===== src/hw/rtl/rfsh_queue.sv =====
// Small first-in first-out queue built from registers.
module rfsh_queue #(
  parameter int W     = 8,
  parameter int DEPTH = 2
) (
  input  logic         clk,
  input  logic         rst_n,
  input  logic         push_valid,
  output logic         push_ready,
  input  logic [W-1:0] push_data,
  output logic         pop_valid,
  input  logic         pop_ready,
  output logic [W-1:0] pop_data
);
  localparam int PW = (DEPTH > 1) ? $clog2(DEPTH) : 1;
  localparam int CW = $clog2(DEPTH + 1);

  logic [W-1:0]  mem_r [DEPTH];
  logic [PW-1:0] wr_ptr_r, wr_ptr_nxt;
  logic [PW-1:0] rd_ptr_r, rd_ptr_nxt;
  logic [CW-1:0] count_r, count_nxt;
  logic          push;
  logic          pop;

  assign push_ready = (count_r != CW'(DEPTH));
  assign pop_valid  = (count_r != '0);
  assign pop_data   = mem_r[rd_ptr_r];
  assign push       = push_valid && push_ready;
  assign pop        = pop_valid && pop_ready;

  // Advance pointers with wrap at the queue depth
  always_comb begin
    wr_ptr_nxt = wr_ptr_r;
    rd_ptr_nxt = rd_ptr_r;
    if (push) begin
      wr_ptr_nxt = (wr_ptr_r == PW'(DEPTH - 1)) ? '0 : wr_ptr_r + 1'b1;
    end
    if (pop) begin
      rd_ptr_nxt = (rd_ptr_r == PW'(DEPTH - 1)) ? '0 : rd_ptr_r + 1'b1;
    end
    count_nxt = count_r + CW'(push) - CW'(pop);
  end

  always_ff @(posedge clk) begin
    if (!rst_n) begin
      wr_ptr_r <= '0;
      rd_ptr_r <= '0;
      count_r  <= '0;
    end else begin
      wr_ptr_r <= wr_ptr_nxt;
      rd_ptr_r <= rd_ptr_nxt;
      count_r  <= count_nxt;
    end
  end

  // Store payload
  always_ff @(posedge clk) begin
    if (push) begin
      mem_r[wr_ptr_r] <= push_data;
    end
  end
endmodule


===== config.mk =====
export PLATFORM = sky130hd
export DESIGN_NAME = rfsh_queue
export DESIGN_NICKNAME = d
export VERILOG_FILES = /design/src/hw/rtl/rfsh_queue.sv
export SDC_FILE = /design/constraint.sdc
export NUM_CORES = 1
export LEC_CHECK = 0
export BUFFER_PORTS_ARGS = -buffer_cell sky130_fd_sc_hd__buf_2
export CAP_MARGIN = 30
export CORE_MARGIN = 5
export CORE_UTILIZATION = 32
export DETAILED_ROUTE_END_ITERATION = 8
export MAX_ROUTING_LAYER = met4
export PLACE_DENSITY = 0.58
export RECOVER_POWER = 25
export SLEW_MARGIN = 15
export SYNTH_ARGS = -nofsm -noshare
export SYNTH_HDL_FRONTEND = slang
export SYNTH_SLANG_ARGS = --single-unit

===== constraint.sdc =====
create_clock -name clk -period 1.5 [get_ports clk]
set_clock_uncertainty 0.1 [all_clocks]
set_input_delay 0.15 -clock clk [delete_from_list [all_inputs] [get_ports clk]]
set_output_delay 0.15 -clock clk [all_outputs]
set_load 0.05 [all_outputs]

==> summary.md <==
| Metric | Value |
|---|---|
| Post-Synth Simple-Gate Area | `9.76%` |
| Fin cells | `118` |
| Most used DFF post-synth | `edfxtp_1` |
| Routed Antenna Nets | `0` |
| H-tree lvl count | `1` |
| Skew-Pair Late Insertion Delay | `0.29 ns` |
| Reg2reg path depth | `6` |
| Reg2Reg Launch Point | `count_r[0]` |
| N_diodes | `0` |
| CP Data Arrival Time | `1.25 ns` |
| Clk sink count | `21` |
| Setup TNS | `0 ns` |
| Met3 wire length | `96 um` |
| Adder-cell share of the synthesized area | `1.48%` |
| Switching Share | `35.1%` |
| Iter 0 DRT Violations | `1` |
| Tightest Hold Check Type | `input port to flip-flop` |
| R2R Path End | `count_r[1]` |
| Main combinational cell family by area after synthesis | `multiplexers` |
| Power per cell area | `1500 mW/mm2` |
| Critical path class | `flip-flop to output pin` |
| Area grow syn2layout | `44.8%` |
| Post-Synth XOR/XNOR Area | `1.04%` |
| Drt wl/cell | `12.7 um` |
| Post-CTS Setup Inserts | `0` |
| Compound-cell area share of the yosys netlist | `6.21%` |
| Max Used Layer | `met3` |
| Internal power | `0.00120 W` |
| Slew @ Worst Pin | `0.330 ns` |
| First-pass GRT wire length | `2.19 mm` |
| Psw | `0.000647 W` |
| Crit Path Max Fanout | `8` |
| Core area | `0.00250 mm2` |
| Period utilization | `100%` |
| Outcome | `completed` |
| FF+latch count, synth | `21` |
| Placed insts | `106` |
| Synth unique cells | `23` |
| Post-route cell area | `0.00122 mm2` |
| Initial Util | `33.8%` |
| Worst hold slack | `0.0343 ns` |
| # rows | `18` |
| RSZ-0062 raised after global routing | `true` |
| DIE AREA | `0.00377 mm2` |
| Synth warn | `0` |
| Layout cell share with drive strength beyond 1 | `43.2%` |
| Pin count of the biggest net entering global routing | `12` |
| Clock root cell | `clkbuf_4` |
| Seq pwr share | `41.2%` |
| Mapped Area | `846 um2` |
| TritonCTS clock tree | `done` |
| Setup Viol. Count Final | `0` |
| Largest area contributor in the synthesized netlist | `edfxtp_1` |
| Mean Syn Cell Area | `15.7 um2` |
| Via count | `527` |
| Max Clk Rate | `667 MHz` |
| LEAKAGE | `0.481 nW` |
| Mapped Nets | `67` |
| Share of the yosys chip area belonging to registers | `68.6%` |
| Clk pwr share | `13.9%` |
| Syn Inst Count | `54` |
| Io pins | `22` |
| Setup crit end kind | `output pin` |
| VDD IR max | `0.00101 V` |
| Placed instance area | `0.00101 mm2` |
| Largest cells by area after synthesis | `edfxtp_1 (57%), dfxtp_1 (12%), mux2_2 (11%), and2_1 (2.2%), o311ai_2 (1.9%)` |
| Final Max Tran Viols | `0` |
| CTS Buffer Depth | `2` |
| GRT Total Usage | `8.22%` |
| Post-synth top area share | `56.8%` |
| Met2 Wirelength | `750 um` |
| Hold Vio Cnt, Final | `0` |
| Crit path required time | `1.25 ns` |
| EDFF count, synth | `16` |
| DR vias/cell | `4.47` |
| Number of max-cap violations | `0` |
| Die W | `61.4 um` |
| DR pass1 iterations | `4` |
| Tmin final | `1.50 ns` |
| Dpl ws | `0.0612 ns` |
| Reg2reg setup slack | `0.09 ns` |
| Async set-reset flop share out of synthesis | `0%` |
| Overflow after GRT | `0` |
| Die Ht | `61.4 um` |
| # nets final | `102` |
| IO Port Bufs | `21` |
| Worst slew margin | `77.9%` |
| Routability cong. | `0.805` |
| Vias in the first global route | `524` |
| CP endpoint | `pop_data[4]` |
| Post-synthesis mux area share | `11.8%` |
| Met1 WL | `652 um` |
| Clock transition at path regs | `0.11 ns` |
| WL final | `1.50 mm` |
| Post-route DRC violation count | `0` |
| Comb power frac | `44.9%` |
| Dpl hpwl | `1.01 mm` |
| CTS buffer count | `3` |
| Post-route setup slack | `0.0000162 ns` |
| Critical path launch point type | `flip-flop` |
| Initial antenna violation count | `0` |
cell usage after synthesis, types with 2 or more instances:
cell,n
mux2_2,8
nand2b_1,2
nand2_1,2
nand3_1,2
dfxtp_1,5
edfxtp_1,16
and2_1,3
layout make-up:
type,count,area (um2)
clock buffers,4,26.3
fillers,219,1270
inverters,1,3.75
multi-input cells,31,294
flip-flops and latches,21,583
well taps,30,37.5
repair buffers,31,280
power by group through the flow:
stage	Clock (W)	Sequential, W	Combinational, W
floorplan	0	0.000760	0.000505
global placement	0	0.000763	0.000634
detailed placement	0	0.000764	0.000641
CTS	0.000271	0.000754	0.000754
global route	0.000300	0.000769	0.000872
finish	0.000255	0.000759	0.000828
what timing repair did:
| item | 4_1_cts | 5_1_grt |
|---|---|---|
| endpoints found under the hold margin | 16 | 0 |
| hold buffers | 8 | 0 |
| setup endpoints to repair | 8 | 19 |
| resized for setup | 20 | 16 |
worst min path at each step:
stage                  from  depth (start not counted)     endpoint  slack [ns]
2_1_floorplan  push_data[0]                          0  mem_r[0][0]        0.15
3_3_place_gp   push_data[7]                          1  mem_r[1][7]        0.25
3_5_place_dp   push_data[7]                          1  mem_r[1][7]        0.24
4_1_cts               rst_n                          2     rd_ptr_r        0.03
5_1_grt               rst_n                          2   count_r[0]        0.03
6_report              rst_n                          2     rd_ptr_r        0.03
cell usage in the layout (no fill, tap or decap), types with 3 or more instances in the layout:
cell           count
and2_1             3
dfxtp_1            3
dlygate4sd3_1      8
clkbuf_4           3
mux2_4             8
buf_2             10
buf_8              8
clkbuf_1           4
edfxtp_1          16
logic make-up (layout without fill, tap and decap cells):
group,Yosys count,count (layout)
flops,21,21
fa+ha+maj,1,1
buf+inv,2,36
xor+xnor,1,1
simple gates,14,14
compound gates,6,6
mux,9,9
state kept, by name, indices dropped and copies added, names as in the netlist, named ones only:
name and cells:
wr_ptr_r 1, mem_r 16, count_r 2, rd_ptr_r 1
layer usage:
layer	global-route usage [%]	vias up
met1	9.78	245
met5	-	-
li1	-	268
met3	2.52	0
met4	1.82	0
met2	13.7	14
critical path: stages (launching register included):
cell	delay, ns
dfxtp_2	0.35
buf_8	0.14
mux2_4	0.32
buf_8	0.15
stage by stage:
stage                     total power, W  utilization (%)
after global routing             0.00194             49.0
after detailed placement         0.00141             40.2
after floorplan                  0.00126                -
after global placement           0.00140             40.2
final                            0.00184             49.0
after CTS                        0.00178             47.0
No activity file was read; power rests on OpenSTA's default activity.
