### src/hw/rtl/rfsh_pkg.sv
// Shared types, widths and codes for the read family size histogram block.
package rfsh_pkg;

  // Field widths
  localparam int REQ_W      = 1;
  localparam int MAPQ_W     = 8;
  localparam int FLAG_W     = 16;
  localparam int FAM_W      = 16;
  localparam int REV_W      = 16;
  localparam int BIDX_W     = 10;
  localparam int CNT_W      = 64;
  localparam int BIN_CNT_W  = 32;
  localparam int CFG_IDX_W  = 1;
  localparam int CFG_DATA_W = 16;

  // Default histogram depth
  localparam int HIST_BINS_DEF = 1024;

  // Flag bits that reject a record
  localparam logic [FLAG_W-1:0] REJECT_MASK = 16'h0B00;

  typedef enum logic [REQ_W-1:0] {
    REQ_RECORD = 1'b0,
    REQ_READ   = 1'b1
  } rfsh_req_t;

  typedef enum logic [CFG_IDX_W-1:0] {
    CFG_MIN_MAPQ = 1'b0,
    CFG_MIN_FAM  = 1'b1
  } rfsh_cfg_idx_t;

  // Classification of one transaction, made by the front end
  typedef struct packed {
    logic is_rec;
    logic pass;
    logic multi;
  } rfsh_cls_t;

  typedef struct packed {
    logic [CNT_W-1:0] total_records;
    logic [CNT_W-1:0] failed_records;
    logic [CNT_W-1:0] all_families;
    logic [CNT_W-1:0] all_size_sum;
    logic [CNT_W-1:0] all_reverse_sum;
    logic [CNT_W-1:0] multi_families;
    logic [CNT_W-1:0] multi_size_sum;
    logic [CNT_W-1:0] multi_reverse_sum;
  } rfsh_stats_t;

  typedef struct packed {
    logic                 accepted;
    rfsh_stats_t          stats;
    logic [BIN_CNT_W-1:0] bin_count;
  } rfsh_result_t;

endpackage

### src/hw/rtl/rfsh_in_if.sv
// Input channel: one record or one bin read request per transaction.
interface rfsh_in_if;
  import rfsh_pkg::*;

  logic              valid;
  logic              ready;
  logic [REQ_W-1:0]  req_type;
  logic [MAPQ_W-1:0] mapping_quality;
  logic [FLAG_W-1:0] read_flags;
  logic [FAM_W-1:0]  family_size;
  logic [REV_W-1:0]  reverse_count;
  logic [BIDX_W-1:0] bin_index;

  modport source (
    output valid, req_type, mapping_quality, read_flags, family_size, reverse_count,
           bin_index,
    input  ready
  );

  modport sink (
    input  valid, req_type, mapping_quality, read_flags, family_size, reverse_count,
           bin_index,
    output ready
  );
endinterface

### src/hw/rtl/rfsh_cfg_if.sv
// Configuration write channel: register index and write data.
interface rfsh_cfg_if;
  import rfsh_pkg::*;

  logic                  valid;
  logic                  ready;
  logic [CFG_IDX_W-1:0]  index;
  logic [CFG_DATA_W-1:0] data;

  modport source (
    output valid, index, data,
    input  ready
  );

  modport sink (
    input  valid, index, data,
    output ready
  );
endinterface

### src/hw/rtl/rfsh_front.sv
// Front end: accepts transactions, holds thresholds and classifies each record.
module rfsh_front #(
  parameter int HIST_BINS = rfsh_pkg::HIST_BINS_DEF
) (
  input  logic                          clk,
  input  logic                          rst_n,
  rfsh_in_if.sink                       in_ch,
  rfsh_cfg_if.sink                      cfg_ch,
  input  logic                          clear_done,
  output logic                          item_valid,
  input  logic                          item_ready,
  output rfsh_pkg::rfsh_cls_t           item_cls,
  output logic [rfsh_pkg::FAM_W-1:0]    item_fam,
  output logic [rfsh_pkg::REV_W-1:0]    item_rev,
  output logic [$clog2(HIST_BINS)-1:0]  item_bin
);
  import rfsh_pkg::*;

  localparam int BIN_AW = $clog2(HIST_BINS);
  localparam logic [FAM_W:0] LAST_BIN = (FAM_W + 1)'(HIST_BINS - 1);

  logic [MAPQ_W-1:0] min_mapq_r;
  logic [FAM_W-1:0]  min_fam_r;
  logic [FAM_W:0]    bin_sel;
  logic              is_rec;

  // Take configuration writes at any time
  assign cfg_ch.ready = 1'b1;

  always_ff @(posedge clk) begin
    if (!rst_n) begin
      min_mapq_r <= '0;
      min_fam_r  <= '0;
    end else if (cfg_ch.valid) begin
      unique case (rfsh_cfg_idx_t'(cfg_ch.index))
        CFG_MIN_MAPQ: min_mapq_r <= cfg_ch.data[MAPQ_W-1:0];
        CFG_MIN_FAM:  min_fam_r  <= cfg_ch.data[FAM_W-1:0];
        default: ;
      endcase
    end
  end

  // Hold off transactions until the histogram clear pass is over
  assign in_ch.ready = clear_done && item_ready;
  assign item_valid  = clear_done && in_ch.valid;

  // Classify the record
  assign is_rec = (rfsh_req_t'(in_ch.req_type) == REQ_RECORD);

  always_comb begin
    item_cls.is_rec = is_rec;
    item_cls.pass   = (in_ch.mapping_quality >= min_mapq_r) &&
                      (in_ch.family_size >= min_fam_r) &&
                      ((in_ch.read_flags & REJECT_MASK) == '0);
    item_cls.multi  = (in_ch.family_size > FAM_W'(1));
  end

  assign item_fam = in_ch.family_size;
  assign item_rev = in_ch.reverse_count;

  // Pick the bin and saturate into the last one
  assign bin_sel  = is_rec ? {1'b0, in_ch.family_size} : (FAM_W + 1)'(in_ch.bin_index);
  assign item_bin = (bin_sel >= LAST_BIN) ? LAST_BIN[BIN_AW-1:0] : bin_sel[BIN_AW-1:0];
endmodule

### src/flat_wrapper.sv
// flat-port wrapper written by rule: the top's interface ports become plain ports
module rfsh_front_flat import rfsh_pkg::*;
#(
  parameter int HIST_BINS = rfsh_pkg::HIST_BINS_DEF
)
  (clk, rst_n, clear_done, item_valid, item_ready, item_cls, item_fam, item_rev, item_bin, in_ch_valid, in_ch_req_type, in_ch_mapping_quality, in_ch_read_flags, in_ch_family_size, in_ch_reverse_count, in_ch_bin_index, in_ch_ready, cfg_ch_valid, cfg_ch_index, cfg_ch_data, cfg_ch_ready);
  rfsh_in_if in_ch_i ();
  rfsh_cfg_if cfg_ch_i ();
  input  logic clk;
  input  logic rst_n;
  input  logic clear_done;
  output logic item_valid;
  input  logic item_ready;
  output rfsh_pkg::rfsh_cls_t item_cls;
  output logic [rfsh_pkg::FAM_W-1:0] item_fam;
  output logic [rfsh_pkg::REV_W-1:0] item_rev;
  output logic [$clog2(HIST_BINS)-1:0] item_bin;
  input wire logic [$bits(in_ch_i.valid)-1:0] in_ch_valid;
  input wire logic [$bits(in_ch_i.req_type)-1:0] in_ch_req_type;
  input wire logic [$bits(in_ch_i.mapping_quality)-1:0] in_ch_mapping_quality;
  input wire logic [$bits(in_ch_i.read_flags)-1:0] in_ch_read_flags;
  input wire logic [$bits(in_ch_i.family_size)-1:0] in_ch_family_size;
  input wire logic [$bits(in_ch_i.reverse_count)-1:0] in_ch_reverse_count;
  input wire logic [$bits(in_ch_i.bin_index)-1:0] in_ch_bin_index;
  output wire logic [$bits(in_ch_i.ready)-1:0] in_ch_ready;
  input wire logic [$bits(cfg_ch_i.valid)-1:0] cfg_ch_valid;
  input wire logic [$bits(cfg_ch_i.index)-1:0] cfg_ch_index;
  input wire logic [$bits(cfg_ch_i.data)-1:0] cfg_ch_data;
  output wire logic [$bits(cfg_ch_i.ready)-1:0] cfg_ch_ready;
  assign in_ch_i.valid = in_ch_valid;
  assign in_ch_i.req_type = in_ch_req_type;
  assign in_ch_i.mapping_quality = in_ch_mapping_quality;
  assign in_ch_i.read_flags = in_ch_read_flags;
  assign in_ch_i.family_size = in_ch_family_size;
  assign in_ch_i.reverse_count = in_ch_reverse_count;
  assign in_ch_i.bin_index = in_ch_bin_index;
  assign in_ch_ready = in_ch_i.ready;
  assign cfg_ch_i.valid = cfg_ch_valid;
  assign cfg_ch_i.index = cfg_ch_index;
  assign cfg_ch_i.data = cfg_ch_data;
  assign cfg_ch_ready = cfg_ch_i.ready;
  rfsh_front #(.HIST_BINS(HIST_BINS)) u_core (.clk(clk), .rst_n(rst_n), .in_ch(in_ch_i), .cfg_ch(cfg_ch_i), .clear_done(clear_done), .item_valid(item_valid), .item_ready(item_ready), .item_cls(item_cls), .item_fam(item_fam), .item_rev(item_rev), .item_bin(item_bin));
endmodule
### config.mk
export PLATFORM = sky130hd
export DESIGN_NAME = rfsh_front_flat
export DESIGN_NICKNAME = d
export VERILOG_FILES = /design/src/hw/rtl/rfsh_pkg.sv /design/src/hw/rtl/rfsh_in_if.sv /design/src/hw/rtl/rfsh_cfg_if.sv /design/src/hw/rtl/rfsh_front.sv /design/src/flat_wrapper.sv
export SDC_FILE = /design/constraint.sdc
export NUM_CORES = 1
export LEC_CHECK = 0
export BUFFER_PORTS_ARGS = -buffer_cell sky130_fd_sc_hd__buf_4
export CAP_MARGIN = 10
export CELL_PAD_IN_SITES_DETAIL_PLACEMENT = 1
export CELL_PAD_IN_SITES_GLOBAL_PLACEMENT = 1
export CORE_MARGIN = 2
export CORE_UTILIZATION = 24
export DETAILED_ROUTE_END_ITERATION = 8
export PLACE_DENSITY = 0.87
export RECOVER_POWER = 50
export SYNTH_ARGS = -nofsm -noshare
export SYNTH_HDL_FRONTEND = slang
export SYNTH_SLANG_ARGS = --single-unit
### constraint.sdc
create_clock -name clk -period 1.8 [get_ports clk]
set_clock_uncertainty 0.2 [all_clocks]
set_input_delay 0.27 -clock clk [delete_from_list [all_inputs] [get_ports clk]]
set_output_delay 0.27 -clock clk [all_outputs]
set_load 0.01 [all_outputs]
==> impl_metrics.tcl <==
set metrics [dict create \
    p_leak_nw 1.30 \
    ys_seq_area_share_pct 24.7 \
    cts_buffers 3 \
    power.density_nw_per_um2 464 \
    power.total_w 0.00140 \
    ys_top_cells_by_area "dfxtp_1 25%, ha_1 15%, buf_4 13%, nand2_1 11%, inv_1 6.8%" \
    synthMuxAreaShare_pct 0 \
    cts.sinks 24 \
    finalSetupViolations 12 \
    netlist_area_um2 1950 \
    drv_slew 0 \
    postCtsHoldBufs 0 \
    max_cap_viol_count 0 \
    worst_pin_slew_ns 0.549 \
    ys_types 28 \
    violations "negative setup slack" \
    synthArstFlopShare_pct 0 \
    crit_buf_inv 3 \
    period_share_pct 132 \
    hold_viol 0 \
    drt_iter0_markers 44 \
    relSlewSlack_pct 63.4 \
    insertion_delay_ns 0.26 \
    first_pass_iters 4 \
    crit_slowest_cell "a221o_1" \
    grt_antenna_before_repair 0 \
    initial_core_util_pct 24.9 \
    place.gp.congestion 0.767 \
    grt_max_degree 25 \
    cp_cell_sequence "inv_1 > ha_1 > and4_1 > a221o_1 > a21oi_2 > buf_4 > a211oi_2 > buf_4" \
    tritoncts "built" \
    yosysTopAreaCell "dfxtp_1" \
    arrival_ns 1.91 \
    crit_type "register to primary output" \
    status "finished with violations" \
    hp-start "cfg_ch_data[14]" \
    dieWidth_um 94.0 \
    drive_gt1_share_pct 48.1 \
    dp_slack_ns -0.409 \
    cp.required_ns 1.33 \
    critPathLaunchType "register" \
    wirelength_mm 6.64 \
    die_area_um2 8840 \
    utilization_pct 38.5 \
    syn-instance-count 266 \
    synth_compound_area_share_pct 18.6 \
    synth_common_cells "55 x nand2_1, 35 x inv_1, 34 x buf_4" \
    cp_slowest_stage_delay_ns 0.36 \
    cp_top_family "compound AO/OA/AOI/OAI gates" \
    synth-main-ff-cell "dfxtp_1" \
    grt_setup_unrepaired "true" \
    viasPerCell 4.47 \
    grt_remaining_overflow 0 \
    crit_top_cell "buf_4" \
    yosysMostFrequentCell "nand2_1" \
    ctsLongestPathBuffers 2 \
    core_um2 7810 \
    htreeDepth 1 \
    timing.fmax_ghz 0.421 \
    grt_pass1_vias 2093 \
    n_antenna_cell 0 \
    synth_fp_nets 380 \
    cts_root_buffer "clkbuf_8" \
    cp_max_fo 2 \
    fin_nets 463 \
    syn2layout_area_growth_pct 54.5 \
    synth_top_area_share_pct 24.7 \
    hold_class "input port to register" \
    dieHeight_um 94.0 \
    layout_setup_ws_ns -0.578 \
    synth_simple_gate_area_share_pct 19.2 \
    cts.clk_slew.worst_paths_ns 0.08 \
    drc_errors 0 \
    ant_nets 0 \
    synth_edf_count 0 \
    grt_pass1_wl_mm 9.78 \
    setup_tns_ns -0.951 \
    synth_adder_area_share_pct 15.4 \
    wl_per_cell_um 14.8 \
    synth.yosys.warnings 0 \
    critical_path.startpoint "u_core.min_mapq_r[5]" \
    via_count 2008 \
    grt_usage_pct 14.1 \
    holdWs_ns 0.0495 \
    pin_count 138 \
    synth_top_family_by_area "buffers and inverters" \
    floorplan.rows 32 \
    period_needed_ns 2.38 \
    ir_drop_mv 0.237 \
    dp.final_hpwl_mm 4.86 \
    yosys.area_share.xor_xnor_pct 0 \
    port_buffers 91 \
    cp-end-kind "primary output" \
    syn_area_per_cell_um2 7.31 \
    worstReg2RegStart "u_core.min_fam_r[9]" \
    synth_seq_cells 24 \
]
-- state kept, by name, summed over array words and instances (netlist names) --
| signal | flops |
|---|---|
| u_core.min_mapq_r | 8 |
| u_core.min_fam_r | 16 |
-- cells by family (layout without fill, tap and decap cells) --
group                      after synthesis  in the layout
AOI/OAI and AO/OA                       55             55
DFF                                     24             24
adders and majority gates               24             24
buffers and inverters                   78            159
and+or+nand+nor                         84             84
other                                    1              1
-- power by group --
part / switching [W] / internal [W] / total, W
Combinational: 0.000242 / 0.000272 / 0.000515
Sequential: 0.0000142 / 0.000557 / 0.000571
Clock: 0.000160 / 0.000149 / 0.000309
Total: 0.000416 / 0.000979 / 0.00140
-- per-layer routing --
metal,track usage [%],vias up,share of wire (%)
met5,0,-,0
met4,3.99,0,1.8
met3,2.01,10,6.7
met2,27.4,84,51
met1,15.6,918,40
li1,-,996,-
-- final cells by class --
class / instances / area (um^2)
flip-flops and latches: 24 / 494
multi-input cells: 164 / 1300
clock buffers: 3 / 41.3
well taps: 102 / 128
repair buffers: 121 / 908
inverters: 35 / 131
fillers: 955 / 4800
-- timing repair --
action / CTS / global route
resized for setup: 45 / 18
setup buffers: 3 / 4
setup endpoints to repair: 12 / 12
hold endpoints to repair: 0 / 0
cloned: 1 / 0
pin swaps: 14 / 9
-- path summary, 6_finish.rpt --
path	endpoint	slack, ns	depth (start not counted)
setup reg to reg	u_core.min_fam_r[9]	0.87	3
hold reg to reg	u_core.min_fam_r[6]	0.26	2
setup / recovery	item_cls[1]	-0.58	8
hold / removal	u_core.min_fam_r[14]	0.05	3
-- worst min-delay path, cell delays in order --
cell and delay, ns:
buf_4 0.11, nand2_1 0.04, a21boi_1 0.05
-- placed cells by master, fill, tap and decap left out, drive strengths merged --
cell type,n
buf,113
nand2b,2
nor3,9
a221o,1
a21oi,20
nor4,4
dfxtp,24
o21a,1
nor2b,1
ha,24
and2,3
or3,1
and4,3
nor2,4
o211ai,1
inv,35
nand2,55
a31oi,1
nand3,2
a211oi,1
conb,1
a2111oi,1
clkbuf,11
a21boi,24
o21ai,5
-- per-stage QoR --
stage	cells	cell area, um^2
final	449	3010
after floorplan	266	1970
after CTS	446	2920
after detailed placement	439	2660
after global routing	449	3010
after global placement	439	2660
(Power assumes the default switching activity.)
